### src/rtl/assert_macros.svh
// ----------------------------------------------------------------------------
// assertion macros
// shared concurrent assertion wrappers for the rtl
// ----------------------------------------------------------------------------
`ifndef ASSERT_MACROS_SVH
`define ASSERT_MACROS_SVH

// checked on every rising edge outside reset
`define ASSERT_CLK_RST(label, clk, rst_n, prop, msg) \
  label: assert property (@(posedge clk) disable iff (!rst_n) prop) else $error(msg);

// checked on every rising edge, reset included
`define ASSERT_CLK(label, clk, prop, msg) \
  label: assert property (@(posedge clk) prop) else $error(msg);

`endif

### src/rtl/egcd_pkg.sv
// ----------------------------------------------------------------------------
// egcd_pkg
// widths and shared types for the extended gcd unit
// ----------------------------------------------------------------------------
package egcd_pkg;

  localparam int WIDTH = 32;
  localparam int CNT_W = $clog2(WIDTH);

  typedef logic [WIDTH-1:0] word_t;

  typedef struct packed {
    logic busy;
    logic done;
  } div_stat_t;

endpackage

### src/rtl/egcd_divider.sv
// ----------------------------------------------------------------------------
// egcd_divider
// iterative signed divider, one quotient bit per cycle, truncating
// ----------------------------------------------------------------------------
`include "assert_macros.svh"

module egcd_divider (
  input  logic                             clk,
  input  logic                             rst_n,
  input  logic                             start,
  input  logic signed [egcd_pkg::WIDTH-1:0] dividend,
  input  logic signed [egcd_pkg::WIDTH-1:0] divisor,
  output egcd_pkg::div_stat_t              stat,
  output logic        [egcd_pkg::WIDTH-1:0] quotient,
  output logic signed [egcd_pkg::WIDTH-1:0] remainder
);
  import egcd_pkg::*;

  logic             run_r, run_nxt;
  logic             done_r, done_nxt;
  logic [CNT_W-1:0] cnt_r, cnt_nxt;
  word_t            quo_r, quo_nxt;
  word_t            rem_r, rem_nxt;
  word_t            dmag_r, dmag_nxt;
  logic             neg_q_r, neg_q_nxt;
  logic             neg_r_r, neg_r_nxt;

  word_t          shifted;
  logic [WIDTH:0] diff;
  word_t          nmag;
  word_t          dmag_in;

  assign nmag    = dividend[WIDTH-1] ? word_t'(-dividend) : word_t'(dividend);
  assign dmag_in = divisor[WIDTH-1]  ? word_t'(-divisor)  : word_t'(divisor);
  assign shifted = {rem_r[WIDTH-2:0], quo_r[WIDTH-1]};
  assign diff    = {1'b0, shifted} - {1'b0, dmag_r};

  always_comb begin
    run_nxt   = run_r;
    done_nxt  = 1'b0;
    cnt_nxt   = cnt_r;
    quo_nxt   = quo_r;
    rem_nxt   = rem_r;
    dmag_nxt  = dmag_r;
    neg_q_nxt = neg_q_r;
    neg_r_nxt = neg_r_r;
    if (start) begin
      run_nxt   = 1'b1;
      cnt_nxt   = CNT_W'(WIDTH - 1);
      quo_nxt   = nmag;
      rem_nxt   = '0;
      dmag_nxt  = dmag_in;
      neg_q_nxt = dividend[WIDTH-1] ^ divisor[WIDTH-1];
      neg_r_nxt = dividend[WIDTH-1];
    end else if (run_r) begin
      quo_nxt = {quo_r[WIDTH-2:0], ~diff[WIDTH]};
      rem_nxt = diff[WIDTH] ? shifted : diff[WIDTH-1:0];
      cnt_nxt = cnt_r - 1'b1;
      if (cnt_r == '0) begin
        run_nxt  = 1'b0;
        done_nxt = 1'b1;
      end
    end
  end

  always_ff @(posedge clk) begin
    if (!rst_n) begin
      run_r  <= 1'b0;
      done_r <= 1'b0;
      cnt_r  <= '0;
    end else begin
      run_r  <= run_nxt;
      done_r <= done_nxt;
      cnt_r  <= cnt_nxt;
    end
  end

  always_ff @(posedge clk) begin
    quo_r   <= quo_nxt;
    rem_r   <= rem_nxt;
    dmag_r  <= dmag_nxt;
    neg_q_r <= neg_q_nxt;
    neg_r_r <= neg_r_nxt;
  end

  assign stat.busy = run_r;
  assign stat.done = done_r;
  assign quotient  = neg_q_r ? word_t'('0 - quo_r) : quo_r;
  assign remainder = neg_r_r ? $signed(word_t'('0 - rem_r)) : $signed(rem_r);

  `ASSERT_CLK_RST(a_done_single, clk, rst_n, stat.done |=> !stat.done, "divider done held")
  `ASSERT_CLK_RST(a_no_restart, clk, rst_n, start |-> !stat.busy, "divider restarted while busy")

endmodule

### src/rtl/extended_gcd_unit.sv
// ----------------------------------------------------------------------------
// extended_gcd_unit
// extended euclid: gcd with bezout coefficients, truncating signed division
// ----------------------------------------------------------------------------
// usage
//   input beat (in_a_value, in_b_value) is taken when in_valid is high and
//   in_stall is low; in_stall stays high from the beat until the result has
//   been written to the output register, so one item is in work at a time
//   result beat (out_divisor_value, out_coef_a, out_coef_b) with
//   in_a_value*out_coef_a + in_b_value*out_coef_b = out_divisor_value
//   each euclid step runs the bit-serial divider, then the two coefficient
//   updates share one multiplier; at most about 46 steps are needed at 32
//   bits, and a zero b_value goes from the check straight to the output
//   register
//   the output register holds a finished result while out_stall is high;
//   the next input beat is still taken, but its result waits until the
//   held beat has gone
//   synchronous active-low reset empties the output register and returns
//   the sequencer to idle
// ----------------------------------------------------------------------------
`include "assert_macros.svh"

module extended_gcd_unit (
  input  logic                              clk,
  input  logic                              rst_n,
  input  logic                              in_valid,
  output logic                              in_stall,
  input  logic signed [egcd_pkg::WIDTH-1:0] in_a_value,
  input  logic signed [egcd_pkg::WIDTH-1:0] in_b_value,
  output logic                              out_valid,
  input  logic                              out_stall,
  output logic signed [egcd_pkg::WIDTH-1:0] out_divisor_value,
  output logic signed [egcd_pkg::WIDTH-1:0] out_coef_a,
  output logic signed [egcd_pkg::WIDTH-1:0] out_coef_b
);
  import egcd_pkg::*;

  localparam logic [2:0] S_IDLE  = 3'd0;
  localparam logic [2:0] S_CHECK = 3'd1;
  localparam logic [2:0] S_DIV   = 3'd2;
  localparam logic [2:0] S_MULS  = 3'd3;
  localparam logic [2:0] S_UPDS  = 3'd4;
  localparam logic [2:0] S_UPDT  = 3'd5;
  localparam logic [2:0] S_OUT   = 3'd6;

  logic [2:0]         state_r, state_nxt;
  logic               out_valid_r, out_valid_nxt;
  logic signed [WIDTH-1:0] r0_r, r0_nxt, r1_r, r1_nxt, rem_r, rem_nxt;
  word_t              s0_r, s0_nxt, s1_r, s1_nxt, t0_r, t0_nxt, t1_r, t1_nxt;
  word_t              q_r, q_nxt, prod_r, prod_nxt;
  logic signed [WIDTH-1:0] res_g_r, res_g_nxt;
  word_t              res_x_r, res_x_nxt, res_y_r, res_y_nxt;

  logic                    div_start;
  div_stat_t               div_stat;
  word_t                   div_quo;
  logic signed [WIDTH-1:0] div_rem;
  word_t                   mul_b;
  word_t                   mul_lo;
  logic                    in_take;
  logic                    out_free;

  egcd_divider u_div (
    .clk       (clk),
    .rst_n     (rst_n),
    .start     (div_start),
    .dividend  (r0_r),
    .divisor   (r1_r),
    .stat      (div_stat),
    .quotient  (div_quo),
    .remainder (div_rem)
  );

  // one multiplier, low half only, serves both coefficient rows
  assign mul_b  = (state_r == S_MULS) ? s1_r : t1_r;
  assign mul_lo = q_r * mul_b;

  assign in_stall = (state_r != S_IDLE);
  assign in_take  = in_valid && !in_stall;
  assign out_free = !out_valid_r || !out_stall;

  always_comb begin
    state_nxt     = state_r;
    out_valid_nxt = out_valid_r && out_stall;
    r0_nxt        = r0_r;
    r1_nxt        = r1_r;
    rem_nxt       = rem_r;
    s0_nxt        = s0_r;
    s1_nxt        = s1_r;
    t0_nxt        = t0_r;
    t1_nxt        = t1_r;
    q_nxt         = q_r;
    prod_nxt      = prod_r;
    res_g_nxt     = res_g_r;
    res_x_nxt     = res_x_r;
    res_y_nxt     = res_y_r;
    div_start     = 1'b0;
    unique case (state_r)
      S_IDLE: begin
        if (in_take) begin
          r0_nxt    = in_a_value;
          r1_nxt    = in_b_value;
          s0_nxt    = word_t'(1);
          s1_nxt    = '0;
          t0_nxt    = '0;
          t1_nxt    = word_t'(1);
          state_nxt = S_CHECK;
        end
      end
      S_CHECK: begin
        if (r1_r == '0) begin
          state_nxt = S_OUT;
        end else begin
          div_start = 1'b1;
          state_nxt = S_DIV;
        end
      end
      S_DIV: begin
        if (div_stat.done) begin
          q_nxt     = div_quo;
          rem_nxt   = div_rem;
          state_nxt = S_MULS;
        end
      end
      S_MULS: begin
        prod_nxt  = mul_lo;
        state_nxt = S_UPDS;
      end
      S_UPDS: begin
        s0_nxt    = s1_r;
        s1_nxt    = s0_r - prod_r;
        prod_nxt  = mul_lo;
        state_nxt = S_UPDT;
      end
      S_UPDT: begin
        t0_nxt    = t1_r;
        t1_nxt    = t0_r - prod_r;
        r0_nxt    = r1_r;
        r1_nxt    = rem_r;
        state_nxt = S_CHECK;
      end
      S_OUT: begin
        if (out_free) begin
          res_g_nxt     = r0_r;
          res_x_nxt     = s0_r;
          res_y_nxt     = t0_r;
          out_valid_nxt = 1'b1;
          state_nxt     = S_IDLE;
        end
      end
      default: begin
        state_nxt = S_IDLE;
      end
    endcase
  end

  always_ff @(posedge clk) begin
    if (!rst_n) begin
      state_r     <= S_IDLE;
      out_valid_r <= 1'b0;
    end else begin
      state_r     <= state_nxt;
      out_valid_r <= out_valid_nxt;
    end
  end

  always_ff @(posedge clk) begin
    r0_r    <= r0_nxt;
    r1_r    <= r1_nxt;
    rem_r   <= rem_nxt;
    s0_r    <= s0_nxt;
    s1_r    <= s1_nxt;
    t0_r    <= t0_nxt;
    t1_r    <= t1_nxt;
    q_r     <= q_nxt;
    prod_r  <= prod_nxt;
    res_g_r <= res_g_nxt;
    res_x_r <= res_x_nxt;
    res_y_r <= res_y_nxt;
  end

  assign out_valid         = out_valid_r;
  assign out_divisor_value = res_g_r;
  assign out_coef_a        = $signed(res_x_r);
  assign out_coef_b        = $signed(res_y_r);

  `ASSERT_CLK_RST(a_take_checks, clk, rst_n, in_take |=> state_r == S_CHECK, "beat not checked")
  `ASSERT_CLK_RST(a_done_in_div, clk, rst_n, div_stat.done |-> state_r == S_DIV, "stray div done")

endmodule
### config.mk
export PLATFORM = sky130hd
export DESIGN_NAME = extended_gcd_unit
export DESIGN_NICKNAME = d
export VERILOG_FILES = /design/src/rtl/egcd_pkg.sv /design/src/rtl/egcd_divider.sv /design/src/rtl/extended_gcd_unit.sv
export VERILOG_INCLUDE_DIRS = /design/src /design/src/rtl
export SDC_FILE = /design/constraint.sdc
export NUM_CORES = 2
export LEC_CHECK = 0
export BUFFER_PORTS_ARGS = -buffer_cell sky130_fd_sc_hd__buf_2
export CAP_MARGIN = 0
export CORE_ASPECT_RATIO = 0.9
export CORE_MARGIN = 5
export CORE_UTILIZATION = 50
export CTS_CLUSTER_SIZE = 24
export DETAILED_ROUTE_END_ITERATION = 6
export PLACE_DENSITY = 0.66
export SLEW_MARGIN = 20
export SYNTH_ARGS = -nofsm -noshare
export SYNTH_HDL_FRONTEND = slang
export SYNTH_SLANG_ARGS = --single-unit
### constraint.sdc
create_clock -name clk -period 8.3 [get_ports clk]
set_input_delay 1.66 -clock clk [delete_from_list [all_inputs] [get_ports clk]]
set_output_delay 1.66 -clock clk [all_outputs]
set_load 0.05 [all_outputs]
Yosys cells after proc, flatten, opt, wreduce, memory -nomap -nowiden --
Cells that the tools add are included.
Word-level totals: flip-flop bits (word level) 493, input bits 68, output and inout bits 98, word-level logic and storage cells 98
Cells by class: add/subtract/negate cells 8, $mul 1, eq/ne operators 9, multiplexer cells 33, bitwise operators 4, reductions and logical operators 20
Operators by type and width (count):
- $pmux W32 S2 | 6
- $mux W32 | 11
- $neg A32 Y32 | 2
- $sub A1 B32 Y32 const A | 2
- $sub A32 B32 Y32 | 2
- $sub A32 B32 Y33 | 1
- $logic_not A32 Y1 | 1
- $mul A32 B32 Y32 | 1
- $mux W31 | 1
- $pmux W3 S7 | 1
- $mux W3 | 4
- $mux W5 | 2
- $eq A3 B3 Y1 const B | 3
- $mux W1 | 8
- $reduce_and A2 Y1 | 4
- $eq A3 B2 Y1 const B | 2
- $reduce_bool A2 Y1 | 3
- $logic_not A5 Y1 | 1
- $sub A5 B1 Y5 const B | 1
- $ne A2 B2 Y1 const B | 2
- $eq A3 B1 Y1 const B | 1
- $logic_not A1 Y1 | 3
- $logic_not A3 Y1 | 1
- $not A1 Y1 | 3
- 8 further kinds | 9

Depth between registers and ports, before layout --
word-level depth 5, gate-level depth with buffers 31, depth with buffers taken out 27

Modules after synthesis --
From an unflattened synthesis, not the netlist that was laid out.
Unflattened totals: cells, all modules 3950, area total of the unflattened synthesis 40677.8 um^2
By module, submodules not included:
- extended_gcd_unit | times used 1, cells an instance 2982, area each 32383.6 um^2, seq. area each 11611.1 um^2
- egcd_divider | times used 1, cells an instance 968, area each 8294.2 um^2, seq. area each 2762.6 um^2

Least setup slack after synthesis --
No wires, ideal clock.
path type register to register, start register state_r[1], end register prod_r[31], data pin, setup time 266 ps, arrival 8073 ps, required time 8034 ps, path slack -39 ps, stages on the path, launching flop included 30, path buffers 4, period minus slack after synthesis 8339 ps, cells stage by stage dfxtp_1 clkbuf_1 nand3b_1 clkbuf_1 mux2_2 clkbuf_1 clkbuf_1 and2_1 fa_1 inv_1 fa_1 fa_1 fa_1 inv_1 fa_1 inv_1 fa_1 inv_1 fa_1 fa_1 ha_1 a21o_1 a21o_1 a21o_1 a211o_1 o31a_1 a31oi_1 nor2b_1 o41ai_1 xnor2_1
On the way: cells in the longest elaborated chain, start to end 3
Ends and longest elaborated chain:
- from (decl) | line extended_gcd_unit.sv:46 | logic [2:0] state_r, state_nxt;
- from (signal assigned) | line extended_gcd_unit.sv:162 | state_r <= state_nxt;
- $eq A3 B2 Y1 | line extended_gcd_unit.sv:75 | assign mul_b = (state_r == S_MULS) ? s1_r : t1_r;
- $mux W32 | line extended_gcd_unit.sv:75
- $mul A32 B32 Y32 | line extended_gcd_unit.sv:76 | assign mul_lo = q_r * mul_b;
- named net mul_lo[31] | line extended_gcd_unit.sv:59 | word_t mul_lo;
- to (signal assigned) | line extended_gcd_unit.sv:176 | prod_r <= prod_nxt;
- to (decl) | line extended_gcd_unit.sv:50 | word_t q_r, q_nxt, prod_r, prod_nxt;
The timed path passes the listed nets, and every way through them passes these cells. A chain may end at the register's enable or synchronous reset.

Final worst setup path --
start register state_r[2], end register prod_r[31], data pin
Same word-level chain as after synthesis.

==> qor.yml <==
worst_setup_path:
  end_kind: "register"
  crit_type: "register to register"
  worstPathMaxFanout: 18
  required_ns: 8.64
  cp.arrival_ns: 8.28
  start_kind: "register"
grt:
  antenna_found_initial: 1
  grt_pass1_vias: 28750
  gr-total-overflow: 0
  grt_max_degree: 90
  grt_use_total_pct: 23.9
  grt_pass1_wl_um: 164000
route:
  wirelength_um: 103000
  postRouteAntennaNets: 0
  drt-initial-drc-count: 1892
  routed-via-count: 28106
  first_pass_iters: 5
  drc: 0
  via_per_inst: 5.47
  wire_per_inst_um: 20.1
clock_network:
  cts_tree: "yes"
  clk_pin_slew_ns: 0.06
  cts_hold_buf: 0
  h-tree-depth: 2
  clkLatencyLatePin_ns: 0.60
  cts_buffers: 52
  cts_root_buf: "clkbuf_16"
  clock-sinks: 493
  clock_path_buffers: 3
logic_synthesis:
  synth_area_leaders: "edfxtp_1, fa_1, ha_1"
  synth_edf_count: 450
  netlist.area_leader.share_pct: 33.3
  synthCells: 3906
  netlist_area_sq_um: 40600
  avgSynthCellArea_sq_um: 10.4
  yosys_warnings: 0
  synth_cell_types: 68
  yosysSeqAreaShare_pct: 35.4
  async_flop_share_pct: 0
  synth_flop_cell: "edfxtp_1"
  ys_ff_latch: 493
  yosysTopAreaCell: "edfxtp_1"
  synth_nets: 4608
sta:
  worst_pin_slew_ns: 1.15
  maxSlewViolCount: 0
  finalHoldViolCount: 0
  period_minus_slack_ns: 7.95
  timing.final.ws_setup_ns: 0.354
  post-route-period-util_pct: 95.7
  fin_tns_setup_ns: 0
  fmax_mhz: 126
  slew-limit-headroom_pct: 22.4
  fin_skew_ns: 0.0342
  setup_viol: 0
pwr:
  power.switching_mw: 7.85
  power_frac_seq_pct: 20.7
  comb_power_share_pct: 66.3
  clkPwrFrac_pct: 13.0
  finalPower_mw: 18.5
  cellLeakagePower_nw: 19.5
  p_per_area_nw_per_um2: 416
  p_sw_share_pct: 42.4
  vdd_drop_max_mv: 0.933
  internal_power_mw: 10.7
finish:
  final_cell_area_sq_um: 44500
  final_nets: 4737
  drive_gt1_share_pct: 9.44
  fillCellCount: 7105
  fin_cells: 5139
  areaGrowthSynthToFinish_pct: 9.61
floorplanning:
  coreArea_sq_um: 80800
  rows: 99
  die_h_um: 280
  die_x_um: 310
  num_io_pins: 166
  dieArea_sq_um: 87000
  initial_utilization_pct: 50.3
place:
  place_congestion: 0.918
  io_buffers: 165
  pre_cts_slack_ns: -0.0232
  placed_area_sq_um: 42700
  post-dp-hpwl_um: 80100
  dpl.cell_count: 5038
worst_hold_path:
  hold_path.class: "register to register"
flow_run:
  drv_cap: 0
status:
  status: "completed"
[through the flow]
| step | hold slack (ns) | utilization [%] |
|---|---|---|
| floorplan | 0.426 | - |
| global placement | 0.440 | 52.9 |
| detailed placement | 0.445 | 52.9 |
| CTS | 0.460 | 55.0 |
| global route | 0.476 | 55.1 |
| finish | 0.460 | 55.1 |
[power groups by stage]
stage / sequential (mW) / clock, mW / combinational, mW
floorplan: 3.79 / 0 / 9.39
global route: 3.86 / 2.56 / 13.8
detailed placement: 3.88 / 0 / 12.0
finish: 3.83 / 2.41 / 12.3
global placement: 3.88 / 0 / 11.8
CTS: 3.83 / 2.45 / 12.1
[timing repair]
action                                  in CTS  in global routing
buffers inserted                             0                  2
resized for setup                            0                  4
endpoints found under the setup margin       0                  4
[metal layers]
layer | part of all wire (%) | wire length, um | global-route usage, %
met4 | 2.4 | 2440 | 4.97
met3 | 5.7 | 5890 | 3.18
met1 | 45 | 46900 | 34.5
met5 | 0.013 | 13 | 0
met2 | 47 | 48000 | 39.1
[worst max-delay path, cell delays in order, from the launching register on]
cell and delay (ns):
dfxtp_2 0.31, nand3b_1 0.14, buf_4 0.18, mux2_4 0.40, buf_4 0.21, and2_1 0.18
fa_1 0.53, inv_1 0.05, fa_1 0.49, fa_1 0.46, fa_1 0.56, inv_1 0.05
fa_1 0.49, fa_1 0.58, fa_1 0.43, fa_1 0.44, ha_1 0.36, and3_1 0.22
nand4_1 0.11, o21ai_0 0.10, a211o_1 0.31, o31a_1 0.30, a31oi_2 0.29, nor2b_1 0.12
o41ai_2 0.26, xnor2_1 0.10
[cell usage after synthesis (22+ instances only)]
library cell / count
and3_1: 75
nor2b_1: 34
o31ai_1: 41
xnor2_1: 190
clkbuf_1: 149
mux2i_1: 29
o21a_1: 29
nor2_1: 115
inv_1: 491
a21o_1: 66
xor2_1: 88
fa_1: 411
mux2_2: 28
and2_1: 308
nand2_1: 550
nor3_1: 35
ha_1: 223
dfxtp_1: 43
o21ai_0: 132
or4_1: 22
edfxtp_1: 450
nand2b_1: 35
a21oi_1: 112
nand3_1: 25
[layout by cell type (no fill, tap or decap), drive strengths merged, types with 8 or more instances in the layout]
| cell type | count |
|---|---|
| nand2 | 550 |
| inv | 492 |
| edfxtp | 450 |
| fa | 411 |
| and2 | 309 |
| buf | 237 |
| ha | 223 |
| xnor2 | 190 |
| o21ai | 134 |
| nor2 | 115 |
| a21oi | 112 |
| xor2 | 88 |
| and3 | 75 |
| a21o | 66 |
| clkbuf | 63 |
| o31ai | 43 |
| dfxtp | 43 |
| nor3 | 35 |
| nand2b | 35 |
| nor2b | 34 |
| mux2i | 29 |
| o21a | 29 |
| mux2 | 28 |
| or4 | 27 |
| nand3 | 25 |
| a211oi | 19 |
| o41ai | 19 |
| or3 | 18 |
| clkinv | 18 |
| o21bai | 14 |
| o211ai | 11 |
| a21boi | 11 |
| a31oi | 11 |
| nand4 | 10 |
| nor4 | 10 |
| bufinv | 8 |
[cell type report]
type / count / area (sq um) / area share [%]
sequential: 493 / 14400 / 32.3
clock buffer: 63 / 1340 / 3.02
tap: 1060 / 1330 / 2.98
antenna: 1 / 2.50 / 0.00562
inverter: 491 / 1840 / 4.14
clock inverter: 34 / 399 / 0.897
timing repair buffer: 237 / 1370 / 3.09
multi-input combinational: 2760 / 23800 / 53.6
[state kept, by name, indices dropped and copies added, names as in the netlist, 3 cells and up]
register and count:
rem_r 32, state_r 3, out_coef_a 32, r1_r 32
u_div.cnt_r 5, out_coef_b 32, s0_r 32, out_divisor_value 32
u_div.dmag_r 32, q_r 32, u_div.quo_r 32, t0_r 32
r0_r 32, u_div.rem_r 32, t1_r 32, s1_r 32
prod_r 32
[kinds of logic (layout without fill, tap and decap cells)]
group	after synthesis	in the layout	share of synthesized area [%]
DFF	493	493	35.4
xor gates and xnor gates	279	279	6.05
and+or+nand+nor	1271	1271	15.6
AOI/OAI and AO/OA	519	519	8.31
muxes	57	57	1.49
adders and majority gates	634	634	27.1
other	0	1	0
buffers and inverters	653	825	6.05
[final timing paths]
check / from / to / slack, ns / cells past startpoint
worst max-delay path: state_r[2] / prod_r[31] / 0.35 / 25
worst max register to register: state_r[2] / prod_r[31] / 0.35 / 25
worst min register to register: t0_r[0] / out_coef_b[0] / 0.46 / 0
worst min-delay path: t0_r[0] / out_coef_b[0] / 0.46 / 0
No activity file was read; power rests on OpenSTA's default activity.
